`config.mk`:
```
export PLATFORM = sky130hd
export DESIGN_NAME = humidity_temp_sensor_reader_unit
export DESIGN_NICKNAME = d
export VERILOG_FILES = /design/src/sv/hts_pkg.sv /design/src/sv/hts_conv.sv /design/src/sv/humidity_temp_sensor_reader_unit.sv
export SDC_FILE = /design/constraint.sdc
export NUM_CORES = 1
export LEC_CHECK = 0
export BUFFER_PORTS_ARGS = -buffer_cell sky130_fd_sc_hd__buf_2
export CORE_ASPECT_RATIO = 0.7
export CORE_UTILIZATION = 37
export CTS_BUF_LIST = sky130_fd_sc_hd__clkbuf_8
export DETAILED_ROUTE_END_ITERATION = 10
export SYNTH_ARGS = -nofsm -noshare
export SYNTH_HDL_FRONTEND = slang
export SYNTH_SLANG_ARGS = --single-unit
```
`constraint.sdc`:
```
create_clock -name clock -period 5.9 [get_ports clock]
set_input_delay 1.18 -clock clock [delete_from_list [all_inputs] [get_ports clock]]
set_output_delay 1.18 -clock clock [all_outputs]
set_load 0.01 [all_outputs]
```
`src/sv/hts_pkg.sv`:
```
// shared types, codes and constants for the humidity and temperature sensor reader
`default_nettype none

package hts_pkg;

   // bus sequence steps, one-hot
   typedef enum logic [15:0] {
      ST_IDLE     = 16'h0001,
      ST_PRESTOP  = 16'h0002,
      ST_START    = 16'h0004,
      ST_WADDRW   = 16'h0008,
      ST_ACKADDRW = 16'h0010,
      ST_WCMD     = 16'h0020,
      ST_ACKCMD   = 16'h0040,
      ST_CONV     = 16'h0080,
      ST_RESTART  = 16'h0100,
      ST_WADDRR   = 16'h0200,
      ST_ACKADDRR = 16'h0400,
      ST_RMSB     = 16'h0800,
      ST_MACK     = 16'h1000,
      ST_RLSB     = 16'h2000,
      ST_NACK     = 16'h4000,
      ST_STOP     = 16'h8000
   } step_type;

   // configuration register indexes
   typedef enum logic [2:0] {
      CSR_DEVICE_ADDRESS  = 3'd0,
      CSR_TEMP_COMMAND    = 3'd1,
      CSR_HUMI_COMMAND    = 3'd2,
      CSR_ACK_TIMEOUT     = 3'd3,
      CSR_CONV_WAIT_TICKS = 3'd4
   } csr_index_type;

   localparam int CsrWidth   = 16;
   localparam int ResWidth   = 12;
   localparam int RawWidth   = 16;
   localparam int ReqWidth   = 8;
   localparam int RspWidth   = 32;

   // reset values of the configuration registers
   localparam logic [6:0]  DevAddrReset  = 7'd64;
   localparam logic [7:0]  TempCmdReset  = 8'd243;
   localparam logic [7:0]  HumiCmdReset  = 8'd245;
   localparam logic [7:0]  AckTimeReset  = 8'd200;
   localparam logic [15:0] ConvWaitReset = 16'd4000;

   // code conversion constants
   localparam logic [10:0] TempScale  = 11'd1757;
   localparam logic [11:0] TempOffset = 12'd469;
   localparam logic [9:0]  HumiScale  = 10'd625;
   localparam logic [11:0] HumiOffset = 12'd60;

endpackage

`default_nettype wire

```
`src/sv/hts_conv.sv`:
```
// raw sensor code to tenths of a degree and tenths of a percent
`default_nettype none

module hts_conv (
   input  wire logic [hts_pkg::RawWidth-1:0]        raw_code,
   output logic signed [hts_pkg::ResWidth-1:0]      temp_value,
   output logic signed [hts_pkg::ResWidth-1:0]      humi_value
);
   import hts_pkg::*;

   logic [26:0] temp_prod;
   logic [25:0] humi_prod;

   // temperature: (raw * 1757) >> 16, less 469
   assign temp_prod  = 27'(raw_code) * 27'(TempScale);
   assign temp_value = signed'({1'b0, temp_prod[26:16]} - TempOffset);

   // humidity: (raw * 625) >> 15, less 60
   assign humi_prod  = 26'(raw_code) * 26'(HumiScale);
   assign humi_value = signed'({1'b0, humi_prod[25:15]} - HumiOffset);

endmodule

`default_nettype wire

```
`src/sv/humidity_temp_sensor_reader_unit.sv`:
```
// top level: tick-driven bus master that reads a humidity and temperature sensor
//
//  channel | dir | handshake              | content
//  req     | in  | req_tvalid/req_tready  | one bus tick: start request, sampled data line
//  rsp     | out | rsp_tvalid/rsp_tready  | line levels, status and last results per tick
//  csr     | in  | csr_we                 | register write, index and data
//
// every tick word gives exactly one result word; one word per cycle is taken while the
// output is not stalled; the sequencer registers update in the cycle a word is accepted.
// the result sits in an output register; a new word is taken while the held
// result is being taken, so a stalled output only stops input when it is full.
// reset (synchronous, high) puts the sequencer in idle, clears the results and
// loads the register defaults.
`default_nettype none

module humidity_temp_sensor_reader_unit (
   input  wire logic                          clock,
   input  wire logic                          reset,
   // [0] start_request, [1] sda_in, [7:2] zero
   input  wire logic [hts_pkg::ReqWidth-1:0]  req_tdata,
   input  wire logic                          req_tvalid,
   output logic                               req_tready,
   // [0] scl_level, [1] sda_level, [2] sda_drive, [3] busy_res, [4] done_res,
   // [5] sensor_ok, [17:6] temperature, [29:18] humidity, [31:30] zero
   output logic [hts_pkg::RspWidth-1:0]       rsp_tdata,
   output logic                               rsp_tvalid,
   input  wire logic                          rsp_tready,
   input  wire logic                          csr_we,
   input  wire logic [2:0]                    csr_index,
   input  wire logic [hts_pkg::CsrWidth-1:0]  csr_wdata
);
   import hts_pkg::*;

   // configuration registers
   logic [6:0]  dev_addr_ff;
   logic [7:0]  temp_cmd_ff, humi_cmd_ff, ack_time_ff;
   logic [15:0] conv_wait_ff;

   // sequencer state
   step_type    step_ff, step_in;
   logic [3:0]  bit_ff, bit_in;
   logic [7:0]  shift_ff, shift_in;
   logic [15:0] raw_ff, raw_in;
   logic [15:0] wait_ff, wait_in;
   logic        phase_ff, phase_in;
   logic        ok_ff, ok_in;
   logic signed [ResWidth-1:0] temp_ff, temp_in, humi_ff, humi_in;

   // output register
   logic [RspWidth-1:0] rsp_data_ff, rsp_data_in;
   logic                rsp_valid_ff;

   logic accept, start_req, sda;
   logic scl, sdo, drv, done;
   logic enter_en;
   step_type enter_st;
   logic [15:0] wait_inc;
   logic [3:0]  bit_inc;
   logic signed [ResWidth-1:0] temp_conv, humi_conv;

   assign req_tready = !rsp_valid_ff || rsp_tready;
   assign accept     = req_tvalid && req_tready;
   assign start_req  = req_tdata[0];
   assign sda        = req_tdata[1];
   assign wait_inc   = wait_ff + 16'd1;
   assign bit_inc    = bit_ff + 4'd1;

   hts_conv u_conv (
      .raw_code   (raw_ff),
      .temp_value (temp_conv),
      .humi_value (humi_conv)
   );

   // configuration writes
   always_ff @(posedge clock) begin
      if (reset) begin
         dev_addr_ff  <= DevAddrReset;
         temp_cmd_ff  <= TempCmdReset;
         humi_cmd_ff  <= HumiCmdReset;
         ack_time_ff  <= AckTimeReset;
         conv_wait_ff <= ConvWaitReset;
      end else if (csr_we) begin
         unique case (csr_index)
            CSR_DEVICE_ADDRESS:  dev_addr_ff  <= csr_wdata[6:0];
            CSR_TEMP_COMMAND:    temp_cmd_ff  <= csr_wdata[7:0];
            CSR_HUMI_COMMAND:    humi_cmd_ff  <= csr_wdata[7:0];
            CSR_ACK_TIMEOUT:     ack_time_ff  <= csr_wdata[7:0];
            CSR_CONV_WAIT_TICKS: conv_wait_ff <= csr_wdata;
            default: ;
         endcase
      end
   end

   // one bus tick of the sequencer
   always_comb begin
      step_in  = step_ff;
      bit_in   = bit_ff;
      shift_in = shift_ff;
      raw_in   = raw_ff;
      wait_in  = wait_ff;
      phase_in = phase_ff;
      ok_in    = ok_ff;
      temp_in  = temp_ff;
      humi_in  = humi_ff;
      scl      = 1'b1;
      sdo      = 1'b1;
      drv      = 1'b0;
      done     = 1'b0;
      enter_en = 1'b0;
      enter_st = ST_IDLE;

      unique case (step_ff)
         ST_IDLE: begin
            if (start_req) begin
               phase_in = 1'b0;
               enter_en = 1'b1;
               enter_st = ST_PRESTOP;
            end
         end
         ST_PRESTOP, ST_STOP: begin
            scl = (bit_ff != 4'd0);
            sdo = (bit_ff == 4'd2);
            drv = 1'b1;
            if (bit_ff < 4'd2) begin
               bit_in = bit_inc;
            end else if (step_ff == ST_PRESTOP) begin
               enter_en = 1'b1;
               enter_st = ST_START;
            end else if (!phase_ff) begin
               temp_in  = temp_conv;
               phase_in = 1'b1;
               enter_en = 1'b1;
               enter_st = ST_START;
            end else begin
               humi_in  = humi_conv;
               ok_in    = 1'b1;
               phase_in = 1'b0;
               done     = 1'b1;
               enter_en = 1'b1;
               enter_st = ST_IDLE;
            end
         end
         ST_START, ST_RESTART: begin
            scl = (bit_ff == 4'd1) || (bit_ff == 4'd2);
            sdo = (bit_ff < 4'd2);
            drv = 1'b1;
            if (bit_ff < 4'd3) begin
               bit_in = bit_inc;
            end else begin
               enter_en = 1'b1;
               enter_st = (step_ff == ST_START) ? ST_WADDRW : ST_WADDRR;
            end
         end
         ST_WADDRW, ST_WCMD, ST_WADDRR: begin
            scl = (wait_ff == 16'd1);
            sdo = shift_ff[7];
            drv = 1'b1;
            if (wait_ff < 16'd2) begin
               wait_in = wait_inc;
            end else begin
               wait_in  = 16'd0;
               shift_in = {shift_ff[6:0], 1'b0};
               bit_in   = bit_inc;
               if (bit_inc >= 4'd8) begin
                  enter_en = 1'b1;
                  enter_st = (step_ff == ST_WADDRW) ? ST_ACKADDRW :
                             (step_ff == ST_WCMD)   ? ST_ACKCMD : ST_ACKADDRR;
               end
            end
         end
         ST_ACKADDRW, ST_ACKCMD, ST_ACKADDRR: begin
            scl = (bit_ff == 4'd1);
            if (bit_ff == 4'd0) begin
               bit_in  = 4'd1;
               wait_in = 16'd0;
            end else if (bit_ff == 4'd1) begin
               if (!sda) begin
                  bit_in = 4'd2;
               end else begin
                  wait_in = wait_inc;
                  if (wait_inc > {8'd0, ack_time_ff}) begin
                     if (step_ff == ST_ACKADDRW && !phase_ff) begin
                        // no sensor on the bus: abort, clear results
                        temp_in  = '0;
                        humi_in  = '0;
                        ok_in    = 1'b0;
                        done     = 1'b1;
                        enter_en = 1'b1;
                        enter_st = ST_IDLE;
                     end else if (step_ff == ST_ACKADDRW) begin
                        // humidity address lost: convert the retained code
                        humi_in  = humi_conv;
                        ok_in    = 1'b1;
                        phase_in = 1'b0;
                        done     = 1'b1;
                        enter_en = 1'b1;
                        enter_st = ST_IDLE;
                     end else begin
                        bit_in = 4'd2;
                     end
                  end
               end
            end else begin
               enter_en = 1'b1;
               enter_st = (step_ff == ST_ACKADDRW) ? ST_WCMD :
                          (step_ff == ST_ACKCMD)   ? ST_CONV : ST_RMSB;
            end
         end
         ST_CONV: begin
            scl = 1'b0;
            if (wait_ff >= conv_wait_ff) begin
               enter_en = 1'b1;
               enter_st = ST_RESTART;
            end else begin
               wait_in = wait_inc;
            end
         end
         ST_RMSB, ST_RLSB: begin
            scl = (wait_ff == 16'd1);
            if (wait_ff == 16'd0) begin
               wait_in = 16'd1;
            end else begin
               wait_in  = 16'd0;
               shift_in = {shift_ff[6:0], sda};
               bit_in   = bit_inc;
               if (bit_inc >= 4'd8) begin
                  raw_in   = (step_ff == ST_RMSB) ? {shift_in, 8'd0}
                                                  : {raw_ff[15:8], shift_in};
                  enter_en = 1'b1;
                  enter_st = (step_ff == ST_RMSB) ? ST_MACK : ST_NACK;
               end
            end
         end
         ST_MACK, ST_NACK: begin
            scl = (bit_ff == 4'd1);
            if (step_ff == ST_MACK) begin
               sdo = 1'b0;
               drv = 1'b1;
            end
            if (bit_ff < 4'd2) begin
               bit_in = bit_inc;
            end else begin
               enter_en = 1'b1;
               enter_st = (step_ff == ST_MACK) ? ST_RLSB : ST_STOP;
            end
         end
         default: begin
            enter_en = 1'b1;
            enter_st = ST_IDLE;
         end
      endcase

      // step entry clears the counters and loads the byte to send
      if (enter_en) begin
         step_in = enter_st;
         bit_in  = 4'd0;
         wait_in = 16'd0;
         case (enter_st)
            ST_WADDRW: shift_in = {dev_addr_ff, 1'b0};
            ST_WCMD:   shift_in = phase_in ? humi_cmd_ff : temp_cmd_ff;
            ST_WADDRR: shift_in = {dev_addr_ff, 1'b1};
            ST_RMSB, ST_RLSB: shift_in = 8'd0;
            default: ;
         endcase
      end

      rsp_data_in = {2'b00, humi_in, temp_in, ok_in, done,
                     (step_in != ST_IDLE), drv, sdo, scl};
   end

   // sequencer registers advance on each accepted tick
   always_ff @(posedge clock) begin
      if (reset) begin
         step_ff  <= ST_IDLE;
         bit_ff   <= '0;
         shift_ff <= '0;
         raw_ff   <= '0;
         wait_ff  <= '0;
         phase_ff <= 1'b0;
         ok_ff    <= 1'b0;
         temp_ff  <= '0;
         humi_ff  <= '0;
      end else if (accept) begin
         step_ff  <= step_in;
         bit_ff   <= bit_in;
         shift_ff <= shift_in;
         raw_ff   <= raw_in;
         wait_ff  <= wait_in;
         phase_ff <= phase_in;
         ok_ff    <= ok_in;
         temp_ff  <= temp_in;
         humi_ff  <= humi_in;
      end
   end

   // output word register
   always_ff @(posedge clock) begin
      if (reset) begin
         rsp_valid_ff <= 1'b0;
      end else if (accept) begin
         rsp_valid_ff <= 1'b1;
      end else if (rsp_tready) begin
         rsp_valid_ff <= 1'b0;
      end
   end

   always_ff @(posedge clock) begin
      if (accept) begin
         rsp_data_ff <= rsp_data_in;
      end
   end

   assign rsp_tdata  = rsp_data_ff;
   assign rsp_tvalid = rsp_valid_ff;

   // checks
   a_done_not_busy : assert property (@(posedge clock) disable iff (reset)
      rsp_valid_ff && rsp_data_ff[4] |-> !rsp_data_ff[3])
      else $error("done word still reports busy");

   a_released_high : assert property (@(posedge clock) disable iff (reset)
      rsp_valid_ff && !rsp_data_ff[2] |-> rsp_data_ff[1])
      else $error("released data line not shown high");

   a_accept_gives_word : assert property (@(posedge clock) disable iff (reset)
      accept |=> rsp_valid_ff)
      else $error("accepted tick gave no result word");

   a_idle_holds : assert property (@(posedge clock) disable iff (reset)
      step_ff == ST_IDLE && !accept |=> step_ff == ST_IDLE)
      else $error("sequencer left idle without a tick");

endmodule

`default_nettype wire
```
==> impl_metrics.yaml <==
clock_tree:
  worstSkewPairLatency_ns: 0.51
  max-clock-path-buffers: 2
  cts_root_buf: "clkbuf_8"
  cts.sinks: 164
  cts_tree: "yes"
  cts_buffers: 17
  htree_levels: 4
  clkTransAtPathRegs_ns: 0.11
  hold_buffers: 0
sta:
  fin_setup_tns_ns: 0
  rsz0062_at_grt: "true"
  hold_violations: 0
  period_minus_slack_ns: 5.72
  fin_ws_ns: 0.181
  max-slew-margin-rel: 0.238
  whs_ns: 0.461
  fin_skew_ns: 0.0225
  finalCritPeriodShare: 0.969
  worst_pin_slew_ns: 1.14
  setup_violations: 0
  slew_viol_final: 0
  fmax_mhz: 175
final_layout:
  regArea_um2: 3590
  fillCellCount: 3802
  multi_input_area_um2: 10300
  area_delta_synth_final_pct: 16.8
  fin_nets: 2129
  design_area_um2: 17000
  utilization: 0.440
  finalNonFillerCells: 2362
  layout-drive-gt1-share: 0.178
setup_path:
  cp.required_ns: 6.34
  cp_max_fo: 4
  start_kind: "flip-flop"
  critical_path_class: "flip-flop to flip-flop"
  crit_arrival_ns: 6.16
  crit_path_end_kind: "flip-flop"
  reg2reg_from: "raw_ff[12]"
  crit_start: "raw_ff[12]"
min_path:
  min_path_type: "flip-flop to flip-flop"
  hp-start: "conv_wait_ff[12]"
synth:
  mappedNetlistArea_um2: 14500
  yosys_warnings: 0
  synth_cells: 1686
  synth-seq-cells: 164
  synth_cell_type_count: 83
  syn_avg_cell_area_um2: 8.62
  synthArstFlopShare: 0
  ys.flop_type: "dfxtp_1"
  yosysSeqAreaShare: 0.247
  synth_edf_count: 30
pwr:
  p_leak_nw: 8.01
  power_mw: 2.22
  peakVddDrop_uv: 149
  powerDensity_nw_per_um2: 131
global_route:
  globalRouteOverflowTotal: 0
  antenna_found_initial: 1
  grt_pass1_vias: 11800
  grt_usage: 0.209
  grt_max_degree: 50
  grt_pass1_wl_mm: 65.8
floorplanning:
  die_h_um: 168
  start_util: 0.377
  dieArea_um2: 40100
  coreArea_um2: 38600
  die_width_um: 239
  row_count: 60
  ios: 66
route:
  drc_errors: 0
  drt-initial-drc-count: 1017
  drt.antenna.violating_nets: 0
  vias_per_cell: 5.29
  wl_mm: 41.2
  dr.pass1.iters: 5
  wl_per_cell_um: 17.5
  vias: 12500
placement:
  post-place-ws_ns: -0.313
  dp_hpwl_mm: 32.1
  placed_cell_area_um2: 16000
  port-buffer-count: 57
  globalplace.congestion: 0.922
  placed_cells_incl_taps: 2310
run_status:
  status: "completed"
job:
  maxCapViolCount: 0
area by class of cell:
class	count	area share
diodes	2	0.000295
inverters	224	0.0500
multi-input cells	1238	0.607
clock buffers	17	0.0138
well taps	527	0.0388
flip-flops and latches	164	0.212
repair buffers	175	0.0701
clock inverters	15	0.00818
routing by layer:
| metal | vias to the layer above | GRT usage | routed length (um) |
|---|---|---|---|
| met4 | 0 | 0.0329 | 382 |
| met3 | 28 | 0.0590 | 3070 |
| li1 | 6160 | - | - |
| met5 | - | 0 | 0 |
| met1 | 5946 | 0.328 | 21700 |
| met2 | 364 | 0.280 | 16100 |
registers in the layout, indices dropped and copies added (netlist names), 4 cells and up:
name	cells
humi_ff	12
ack_time_ff	8
conv_wait_ff	16
wait_ff	16
raw_ff	16
bit_ff	4
rsp_tdata	30
temp_cmd_ff	8
temp_ff	12
dev_addr_ff	7
shift_ff	8
step_ff	16
humi_cmd_ff	8
placed cells by master, fill, tap and decap left out, types with 19 or more instances in the layout:
cell and n:
ha_1 180, fa_1 83, mux2i_1 19, a21oi_1 106, nand3_1 49, o21ai_0 64
nand2_1 185, dfxtp_1 127, nor3_1 27, xnor2_1 30, nand4_1 22, buf_2 57
inv_1 202, buf_4 113, xor2_1 25, edfxtp_1 30, a21o_1 21, nor2_1 97
cells in the mapped netlist, drive strengths merged, types with 4 or more instances:
master | count | area, um^2
and3 | 15 | 93.8
xor2 | 26 | 228
o221ai | 11 | 96.3
and4 | 7 | 63.8
dfxtp | 134 | 2680
nand2b | 11 | 68.8
a211oi | 6 | 45.0
clkbuf | 42 | 158
nor2b | 9 | 63.8
or3 | 11 | 73.8
xnor2 | 35 | 307
nor2 | 98 | 368
a21o | 21 | 158
fa | 86 | 1720
edfxtp | 30 | 901
nor3 | 30 | 160
buf | 19 | 119
o211ai | 18 | 135
a311oi | 4 | 35.0
and2 | 7 | 43.8
a22o | 11 | 96.3
a31oi | 18 | 113
nand2 | 193 | 724
a21oi | 119 | 599
inv | 223 | 837
mux2 | 8 | 90.1
nor4 | 22 | 220
a32oi | 7 | 68.8
o31ai | 12 | 90.1
nand3 | 51 | 260
o21ai | 74 | 374
ha | 191 | 2390
o21a | 7 | 52.6
o2111ai | 4 | 35.0
nand4 | 22 | 138
a2111oi | 6 | 71.3
mux2i | 19 | 190
a22oi | 14 | 105
and3b | 4 | 35.0
o311ai | 5 | 43.8
a32o | 4 | 40.0
or4 | 8 | 63.8
kinds of logic after synthesis:
kind of cell	share of synthesized area
AND/OR/NAND/NOR	0.172
AO/OA/AOI/OAI	0.166
buffers and inverters	0.0769
adder cells (fa/ha/maj)	0.283
flip-flops	0.247
XOR/XNOR	0.0368
multiplexers	0.0193
other	0.000258
power breakdown:
group	internal, mW	switching [mW]	total [mW]
Sequential	1.16	0.0170	1.18
Combinational	0.0636	0.143	0.207
Clock	0.311	0.517	0.828
worst paths after layout:
| check | to | slack [ns] | depth (start not counted) |
|---|---|---|---|
| worst max-delay path | temp_ff[5] | 0.18 | 22 |
| worst min-delay path | conv_wait_ff[12] | 0.46 | 2 |
| worst max register to register | temp_ff[5] | 0.18 | 22 |
| worst min register to register | conv_wait_ff[12] | 0.46 | 2 |
timing repair:
action / 4_1_cts / 5_1_grt
gates resized for setup: 42 / 78
setup endpoints to repair: 19 / 26
buffers inserted: 6 / 14
pin swaps: 24 / 72
worst max-delay path, cell delays in order, from the launching register on:
cell and delay (ns):
dfxtp_2 0.35, inv_2 0.05, fa_1 0.54, inv_2 0.05
fa_1 0.56, fa_1 0.44, fa_1 0.58, inv_2 0.04
fa_1 0.49, inv_2 0.04, ha_4 0.22, buf_6 0.12
a21oi_4 0.12, buf_6 0.11, o211ai_1 0.07, a21o_1 0.20
or3_4 0.39, a22oi_2 0.26, o211ai_1 0.20, buf_4 0.21
xnor2_4 0.14, or3_1 0.34, a21oi_1 0.12
Note: power is estimated with default switching activity, not from simulation.
